## src/rtl/core/lsa_pkg.sv

```systemverilog
// Shared types and constants for the lateral steering accelerator.
// No dependencies; imported by lsa_arith and lateral_steering_accel.
`default_nettype none

package lsa_pkg;

   localparam int LSA_MAX_POINTS = 256;
   localparam int LSA_PROD_W     = 68;

   localparam logic [16:0] LSA_ONE         = 17'd65536;   // 1.0
   localparam logic [31:0] LSA_TENTH       = 32'd6554;    // 0.1
   localparam logic [31:0] LSA_DAMP_KNEE   = 32'd327680;  // 5.0
   localparam logic [33:0] LSA_FIFTH_RECIP = 34'd419431;  // 2^21 / 5, rounded up
   localparam logic [31:0] LSA_U32_MAX     = 32'hFFFF_FFFF;

   typedef enum logic [2:0] {
      CSR_LOOKAHEAD_BASE    = 3'd0,
      CSR_LOOKAHEAD_GAIN    = 3'd1,
      CSR_PROP_GAIN         = 3'd2,
      CSR_DAMP_GAIN         = 3'd3,
      CSR_MIN_TURN_RADIUS   = 3'd4,
      CSR_MAX_LATERAL_ACCEL = 3'd5
   } lsa_csr_type;

   typedef enum logic {
      OP_LOAD  = 1'b0,
      OP_STEER = 1'b1
   } lsa_opcode_type;

   typedef enum logic [1:0] {
      AOP_MUL,
      AOP_DIV,
      AOP_SQRT
   } lsa_aop_type;

   typedef enum logic [1:0] {
      ST_IDLE,
      ST_READ,
      ST_CALC,
      ST_NORM
   } lsa_state_type;

   typedef enum logic [4:0] {
      SP_VXX, SP_VYY, SP_SPEED, SP_LOOK,
      SP_TX0, SP_TX1, SP_TY0, SP_TY1,
      SP_UXX, SP_UYY, SP_NSQRT, SP_FX, SP_FY,
      SP_EL0, SP_EL1, SP_VL0, SP_VL1, SP_S0, SP_S1,
      SP_FV0, SP_FV1, SP_SAFE, SP_LIM, SP_DAMP, SP_SD,
      SP_AX, SP_AY
   } lsa_step_type;

   // request to the shared unit: mul uses a[33:0] x b (signed),
   // div uses a / b[31:0], sqrt uses a
   typedef struct packed {
      logic        go;
      lsa_aop_type op;
      logic [63:0] a;
      logic [33:0] b;
   } lsa_areq_type;

   typedef struct packed {
      logic                         done;
      logic signed [LSA_PROD_W-1:0] res;
   } lsa_arsp_type;

   typedef struct packed {
      lsa_opcode_type     operation;
      logic [7:0]         index;
      logic signed [31:0] point_x;
      logic signed [31:0] point_y;
      logic [16:0]        curve_param;
      logic signed [31:0] pos_x;
      logic signed [31:0] pos_y;
      logic signed [31:0] vel_x;
      logic signed [31:0] vel_y;
      logic signed [31:0] target_x;
      logic signed [31:0] target_y;
   } lsa_req_type;

   typedef struct packed {
      logic signed [31:0] accel_x;
      logic signed [31:0] accel_y;
   } lsa_rsp_type;

endpackage

`default_nettype wire

```

## src/rtl/core/lsa_arith.sv

```systemverilog
// Shared arithmetic unit: registered 34x34 multiply, radix-2 divide, bitwise sqrt.
// Depends on lsa_pkg.
`default_nettype none

module lsa_arith (
   input  logic                  clock,
   input  logic                  reset,
   input  lsa_pkg::lsa_areq_type areq,
   output lsa_pkg::lsa_arsp_type arsp
);
   import lsa_pkg::*;

   logic                         run_ff;
   logic                         done_ff;
   logic [6:0]                   cnt_ff;
   lsa_aop_type                  op_ff;
   logic [63:0]                  src_ff;
   logic [63:0]                  quo_ff;
   logic [34:0]                  rem_ff;
   logic [31:0]                  dsr_ff;
   logic signed [LSA_PROD_W-1:0] prod_ff;

   logic [63:0]                  src_in;
   logic [63:0]                  quo_in;
   logic [34:0]                  rem_in;
   logic [34:0]                  shl;
   logic [34:0]                  trial;
   logic [35:0]                  diff;
   logic                         fit;
   logic signed [LSA_PROD_W-1:0] ma;
   logic signed [LSA_PROD_W-1:0] mb;

   assign ma = {{34{areq.a[33]}}, areq.a[33:0]};
   assign mb = {{34{areq.b[33]}}, areq.b};

   // one shared compare/subtract serves both divide and square root
   always_comb begin
      if (op_ff == AOP_SQRT) begin
         shl    = {rem_ff[32:0], src_ff[63:62]};
         trial  = {quo_ff[32:0], 2'b01};
         src_in = {src_ff[61:0], 2'b00};
      end else begin
         shl    = {rem_ff[33:0], src_ff[63]};
         trial  = {3'd0, dsr_ff};
         src_in = {src_ff[62:0], 1'b0};
      end
      diff   = {1'b0, shl} - {1'b0, trial};
      fit    = !diff[35];
      rem_in = fit ? diff[34:0] : shl;
      quo_in = {quo_ff[62:0], fit};
   end

   always_ff @(posedge clock) begin
      if (reset) begin
         run_ff  <= 1'b0;
         done_ff <= 1'b0;
      end else begin
         done_ff <= 1'b0;
         if (areq.go) begin
            op_ff  <= areq.op;
            src_ff <= areq.a;
            dsr_ff <= areq.b[31:0];
            rem_ff <= '0;
            quo_ff <= '0;
            if (areq.op == AOP_MUL) begin
               prod_ff <= ma * mb;
               done_ff <= 1'b1;
            end else begin
               run_ff <= 1'b1;
               cnt_ff <= (areq.op == AOP_SQRT) ? 7'd31 : 7'd63;
            end
         end else if (run_ff) begin
            rem_ff <= rem_in;
            quo_ff <= quo_in;
            src_ff <= src_in;
            cnt_ff <= cnt_ff - 7'd1;
            if (cnt_ff == 7'd0) begin
               run_ff  <= 1'b0;
               done_ff <= 1'b1;
            end
         end
      end
   end

   assign arsp.done = done_ff;
   assign arsp.res  = (op_ff == AOP_MUL) ? prod_ff : $signed({4'd0, quo_ff});

endmodule

`default_nettype wire

```

## config.mk

```make
export PLATFORM = sky130hd
export DESIGN_NAME = lsa_arith
export DESIGN_NICKNAME = d
export VERILOG_FILES = /design/src/rtl/core/lsa_pkg.sv /design/src/rtl/core/lsa_arith.sv
export SDC_FILE = /design/constraint.sdc
export NUM_CORES = 2
export LEC_CHECK = 0
export ABC_CLOCK_PERIOD_IN_PS = 12900
export BUFFER_PORTS_ARGS = -buffer_cell sky130_fd_sc_hd__buf_2
export CORE_MARGIN = 2
export CORE_UTILIZATION = 48
export DETAILED_ROUTE_END_ITERATION = 6
export PLACE_DENSITY_LB_ADDON = 0.05
export SETUP_SLACK_MARGIN = 0.4
export SKIP_CTS_REPAIR_TIMING = 1
export SLEW_MARGIN = 20
export SYNTH_ARGS = -nofsm -noshare
export SYNTH_HDL_FRONTEND = slang
export SYNTH_SLANG_ARGS = --single-unit
```

## constraint.sdc

```tcl
create_clock -name clock -period 12.9 [get_ports clock]
set_clock_uncertainty 0.15 [all_clocks]
set_input_delay 0.645 -clock clock [delete_from_list [all_inputs] [get_ports clock]]
set_output_delay 0.645 -clock clock [all_outputs]
set_load 0.02 [all_outputs]
```

* Yosys cells after proc, flatten, opt, wreduce, memory -nomap -nowiden
Cells that the tools add are included.
** Word-level totals
- Logic and storage cells :: 46
- Output and inout port bits :: 69
- Register bits after elaboration :: 273
- Input bits :: 103
** Cells by class
- Reduce and logical (&&, ||, !) cells :: 9
- Bitwise gates (word level) :: 1
- Multiply operators :: 1
- Equal/unequal tests :: 3
- Muxes and demuxes :: 21
- $add $sub $neg :: 2
** Operators with widths (number)
- 64-bit two-way mux :: 4
- 35-bit two-way mux :: 2
- 34-bit by 34-bit multiplier with 68-bit output :: 1
- 34-bit two-way mux :: 2
- 68-bit two-way mux :: 1
- 35-bit by 35-bit subtractor with 36-bit output :: 1
- 7-bit two-way mux :: 3
- 1-bit two-way mux :: 8
- 7-bit logical NOT :: 1
- 7-bit by 1-bit subtractor with 7-bit output, second input constant :: 1
- 6-bit two-way mux :: 1
- 3-bit AND reduction :: 2
- 2-bit equality test, second input constant :: 2
- 2-bit logical NOT :: 2
- 2-bit AND reduction :: 2
- 2-bit != test, second input constant :: 1
- 2-bit nonzero test :: 1
- 1-bit logical NOT :: 1
- 1-bit inverter :: 1

* Logic depth before layout (Yosys ltp)
- Depth after elaboration :: 5
- Depth in mapped cells :: 32
- Depth with buffers taken out :: 29

* Worst setup path before layout
OpenSTA, ideal clock, no wires.
- Path type :: input to register
- Start :: in areq[100] in the netlist's numbering
- End :: reg cnt_ff[0] (enable)
- Data arrival time :: 8.849 ns
- Required time :: 12.420 ns
- Setup slack :: 3.570 ns
- Cell stages on the path :: 5
- Path buffers :: 2
- Library setup time :: 0.330 ns
- Cells stage by stage :: clkbuf_1 buf_1 nor2_1 nor2_1 o31a_1
** Between the ends
- Word-level cells in the longest chain between the ends :: 2
- Elaborated cells between the ends (all ways) :: 3
- Those cells by class :: eq/ne: 1; reduce/logical: 2
** RTL lines
- start: declaration :: line lsa_arith.sv:8 : input lsa_pkg::lsa_areq_type areq,
- 2-bit != test (no source line) or 2-bit nonzero test (tied branches)
- 3-bit AND reduction (no source line) *
- end signal: assignment :: line lsa_arith.sv:70 : cnt_ff <= (areq.op == AOP_SQRT) ? 7'd31 : 7'd63;
- end signal: assignment :: line lsa_arith.sv:76 : cnt_ff <= cnt_ff - 7'd1;
- end: declaration :: line lsa_arith.sv:15 : logic [6:0] cnt_ff;
Mark *: on every way between the ends. The rest lies on a longest branch, timed or not.
A chain may end at the register's enable or synchronous reset.

* Final worst setup path
- Start :: in areq[1] in the netlist's numbering
- End :: reg prod_ff[66], data pin
** Between the ends
- Word-level cells in the longest chain between the ends :: 1
** RTL lines
- 34-bit by 34-bit multiplier with 68-bit output :: line lsa_arith.sv:66 : prod_ff <= ma * mb;
- end signal: assignment :: line lsa_arith.sv:66
- end: declaration :: line lsa_arith.sv:21 : logic signed [LSA_PROD_W-1:0] prod_ff;
No other way between the ends.

==> reports/results.txt <==
Synth Net Count = 7,214
Placed wire-length estimate = 116,700 um
Avg WL per Cell = 21.39 um
Critical Path Start Type = input port
Max Slew Vio Count = 0
Netlist Area Pre-Place = 55,500 sq um
Fin crit period = 9369 ps
Asr flop ratio synth = 0%
Max Fclk = 106.7 MHz
Vias in the first global route = 41.79k
Clock Tree Buf Depth = 3
Leading cell type in the layout, fill and taps excluded = fa_1
Worst skew pair latency = 590 ps
EDFF count, synth = 271
Setup TNS Final = 0 ps
Final setup violation count = 0
Status = completed
CTS Buf Count = 30
DRT iter0 DRCs = 2,293
Port buffer count = 171
# H-tree levels = 1
Slew margin rel. = 29.14%
Core ar. = 114,500 sq um
Largest net degree at the start of global routing = 146
RSZ-0062 raised after global routing = false
Seq/Total Area, Yosys = 14.73%
WL final = 152,400 um
DP Area = 57,540 sq um
First-pass GRT wire length = 246,400 um
Die Y = 344.0 um
Period utilisation layout = 72.63%
CTS Sinks = 273
Avg Cell Area, Syn = 9.862 sq um
# IOs = 172
Post-route ant nets = 0
Worst-Margin Slew = 1063 ps
Pre-CTS setup slack = 2972 ps
Critical path endpoint category = register
Worst Path Arrival = 9540 ps
Netlist cell types = 86
Area added between synthesis and finish = 5.435%
CTS tree = yes
Critical-path maximum fanout = 35
WS Path Type = in -> reg
DR vias = 37.63k
Vias per cell = 5.280
GPL Wtd Cong = 0.8845
Die area = 118,400 sq um
DRT Pass-1 Iters = 5
Post-Layout Inst Area = 58,520 sq um
Overall routing resource usage = 27.22%
HP Class = in -> reg
#FFs+latches synth = 273
Layout Nets = 7,173
Worst Path Required = 13,070 ps
Initial antenna violation count = 9
Final Hold Fails = 0
Std cell rows = 124
Mapped Cells = 5,628
Max cap viols = 0
CTS root buffer = clkbuf_16
Main synth FF type = edfxtp_1
Clock-pin transition on the worst setup and hold timing paths = 60 ps
Final Util = 51.11%
Ys Warns = 0
Die span in x = 344.0 um
Drt drc = 0
Most frequent cells in the layout = fa_1, inv_1, nand2_1
Congestion Overflow GR = 0
Setup ws final = 3531 ps
Starting density of the core = 48.47%
Layout cell share with drive strength beyond 1 = 6.648%
registers in the layout, summed over array words and instances, names as in the netlist:
| signal | cells |
|---|---|
| quo_ff | 64 |
| done_ff | 1 |
| rem_ff | 34 |
| prod_ff | 68 |
| dsr_ff | 32 |
| run_ff | 1 |
| src_ff | 64 |
| op_ff | 2 |
| cnt_ff | 7 |
worst paths after layout:
check | start | endpoint | slack, ps | cells past startpoint
setup / recovery | areq[1] | prod_ff[66]$_DFFE_PP_ | 3530 | 25
hold / removal | areq[99] | op_ff[1]$_DFFE_PP_ | 190 | 1
setup reg to reg | op_ff[0]$_DFFE_PP_ | rem_ff[28]$_SDFFCE_PP0P_ | 7390 | 13
hold reg to reg | run_ff$_SDFFE_PP0N_ | done_ff$_SDFF_PP0_ | 360 | 2
cells by family after synthesis:
| family | synth area share, % |
|---|---|
| xor gates and xnor gates | 1.641 |
| adders and majority gates | 50.23 |
| and+or+nand+nor | 15.02 |
| muxes | 3.411 |
| AOI/OAI and AO/OA | 4.680 |
| buffers and inverters | 10.28 |
| DFF | 14.73 |
worst max-delay path: stages:
cell and delay, ps:
buf_2 580, nand2_1 190, inv_1 160, fa_1 480, fa_1 560, fa_1 990, inv_1 150, fa_1 980
inv_1 430, fa_1 560, fa_1 520, fa_1 500, inv_1 50, fa_1 470, inv_1 40, ha_1 350
a21oi_1 210, o21bai_1 90, a21o_1 190, a21o_1 180, a21oi_1 120, o21ai_0 140, a311oi_1 460, o21ai_4 160
a311o_1 290
area by class of cell:
class / instances / area, sq um
clock inverters: 23 / 205.2
repair buffers: 219 / 1222
fillers: 10793 / 55980
inverters: 1220 / 4579
diodes: 4 / 10.01
flip-flops and latches: 273 / 8178
clock buffers: 33 / 762.0
multi-input cells: 3843 / 41670
well taps: 1512 / 1892
metrics by stage:
step           hold slack (ps)  std cells
5_1_grt                  162.3       7123
2_1_floorplan            312.8       5628
3_3_place_gp             348.8       7067
3_5_place_dp             350.4       7067
4_1_cts                  168.4       7123
6_report                 194.3       7127
per-layer routing:
| layer | share of wire, % | global-route usage, % | vias up |
|---|---|---|---|
| met1 | 43 | 36.94 | 19875 |
| met3 | 4.1 | 2.045 | 178 |
| met5 | 0.0072 | 0 | - |
| met2 | 51 | 48.18 | 859 |
| met4 | 2.3 | 5.471 | 2 |
| li1 | - | - | 16713 |
synthesized netlist by cell type (all sizes together), types with 4 or more instances:
| master | count | area [sq um] |
|---|---|---|
| a31o | 5 | 43.80 |
| and2 | 607 | 3797 |
| or3 | 5 | 31.28 |
| inv | 1219 | 4576 |
| o2111ai | 4 | 35.03 |
| xnor2 | 78 | 683.2 |
| buf | 21 | 110.1 |
| nand4 | 15 | 93.84 |
| nor2b | 81 | 506.7 |
| fa | 1242 | 24860 |
| ha | 241 | 3015 |
| a21oi | 101 | 535.5 |
| a211oi | 16 | 125.1 |
| nand2b | 20 | 125.1 |
| a41oi | 4 | 35.03 |
| o21bai | 24 | 183.9 |
| nand3 | 23 | 120.1 |
| o21ai | 119 | 610.6 |
| edfxtp | 271 | 8138 |
| and3 | 14 | 88.84 |
| a2111oi | 5 | 62.56 |
| xor2 | 26 | 227.7 |
| nor3b | 4 | 30.03 |
| mux2i | 116 | 1161 |
| a31oi | 10 | 77.57 |
| a21o | 39 | 294.0 |
| o21a | 17 | 142.6 |
| nor2 | 115 | 431.7 |
| mux2 | 65 | 732.0 |
| nor4 | 4 | 31.28 |
| nand2 | 761 | 2856 |
| nor3 | 24 | 125.1 |
| clkbuf | 271 | 1018 |
| a21boi | 4 | 33.78 |
| o31ai | 5 | 52.55 |
| o211ai | 7 | 52.55 |
Power is not shown: default switching activity piles up to over one toggle a cycle in this logic, so the estimate is an artifact.
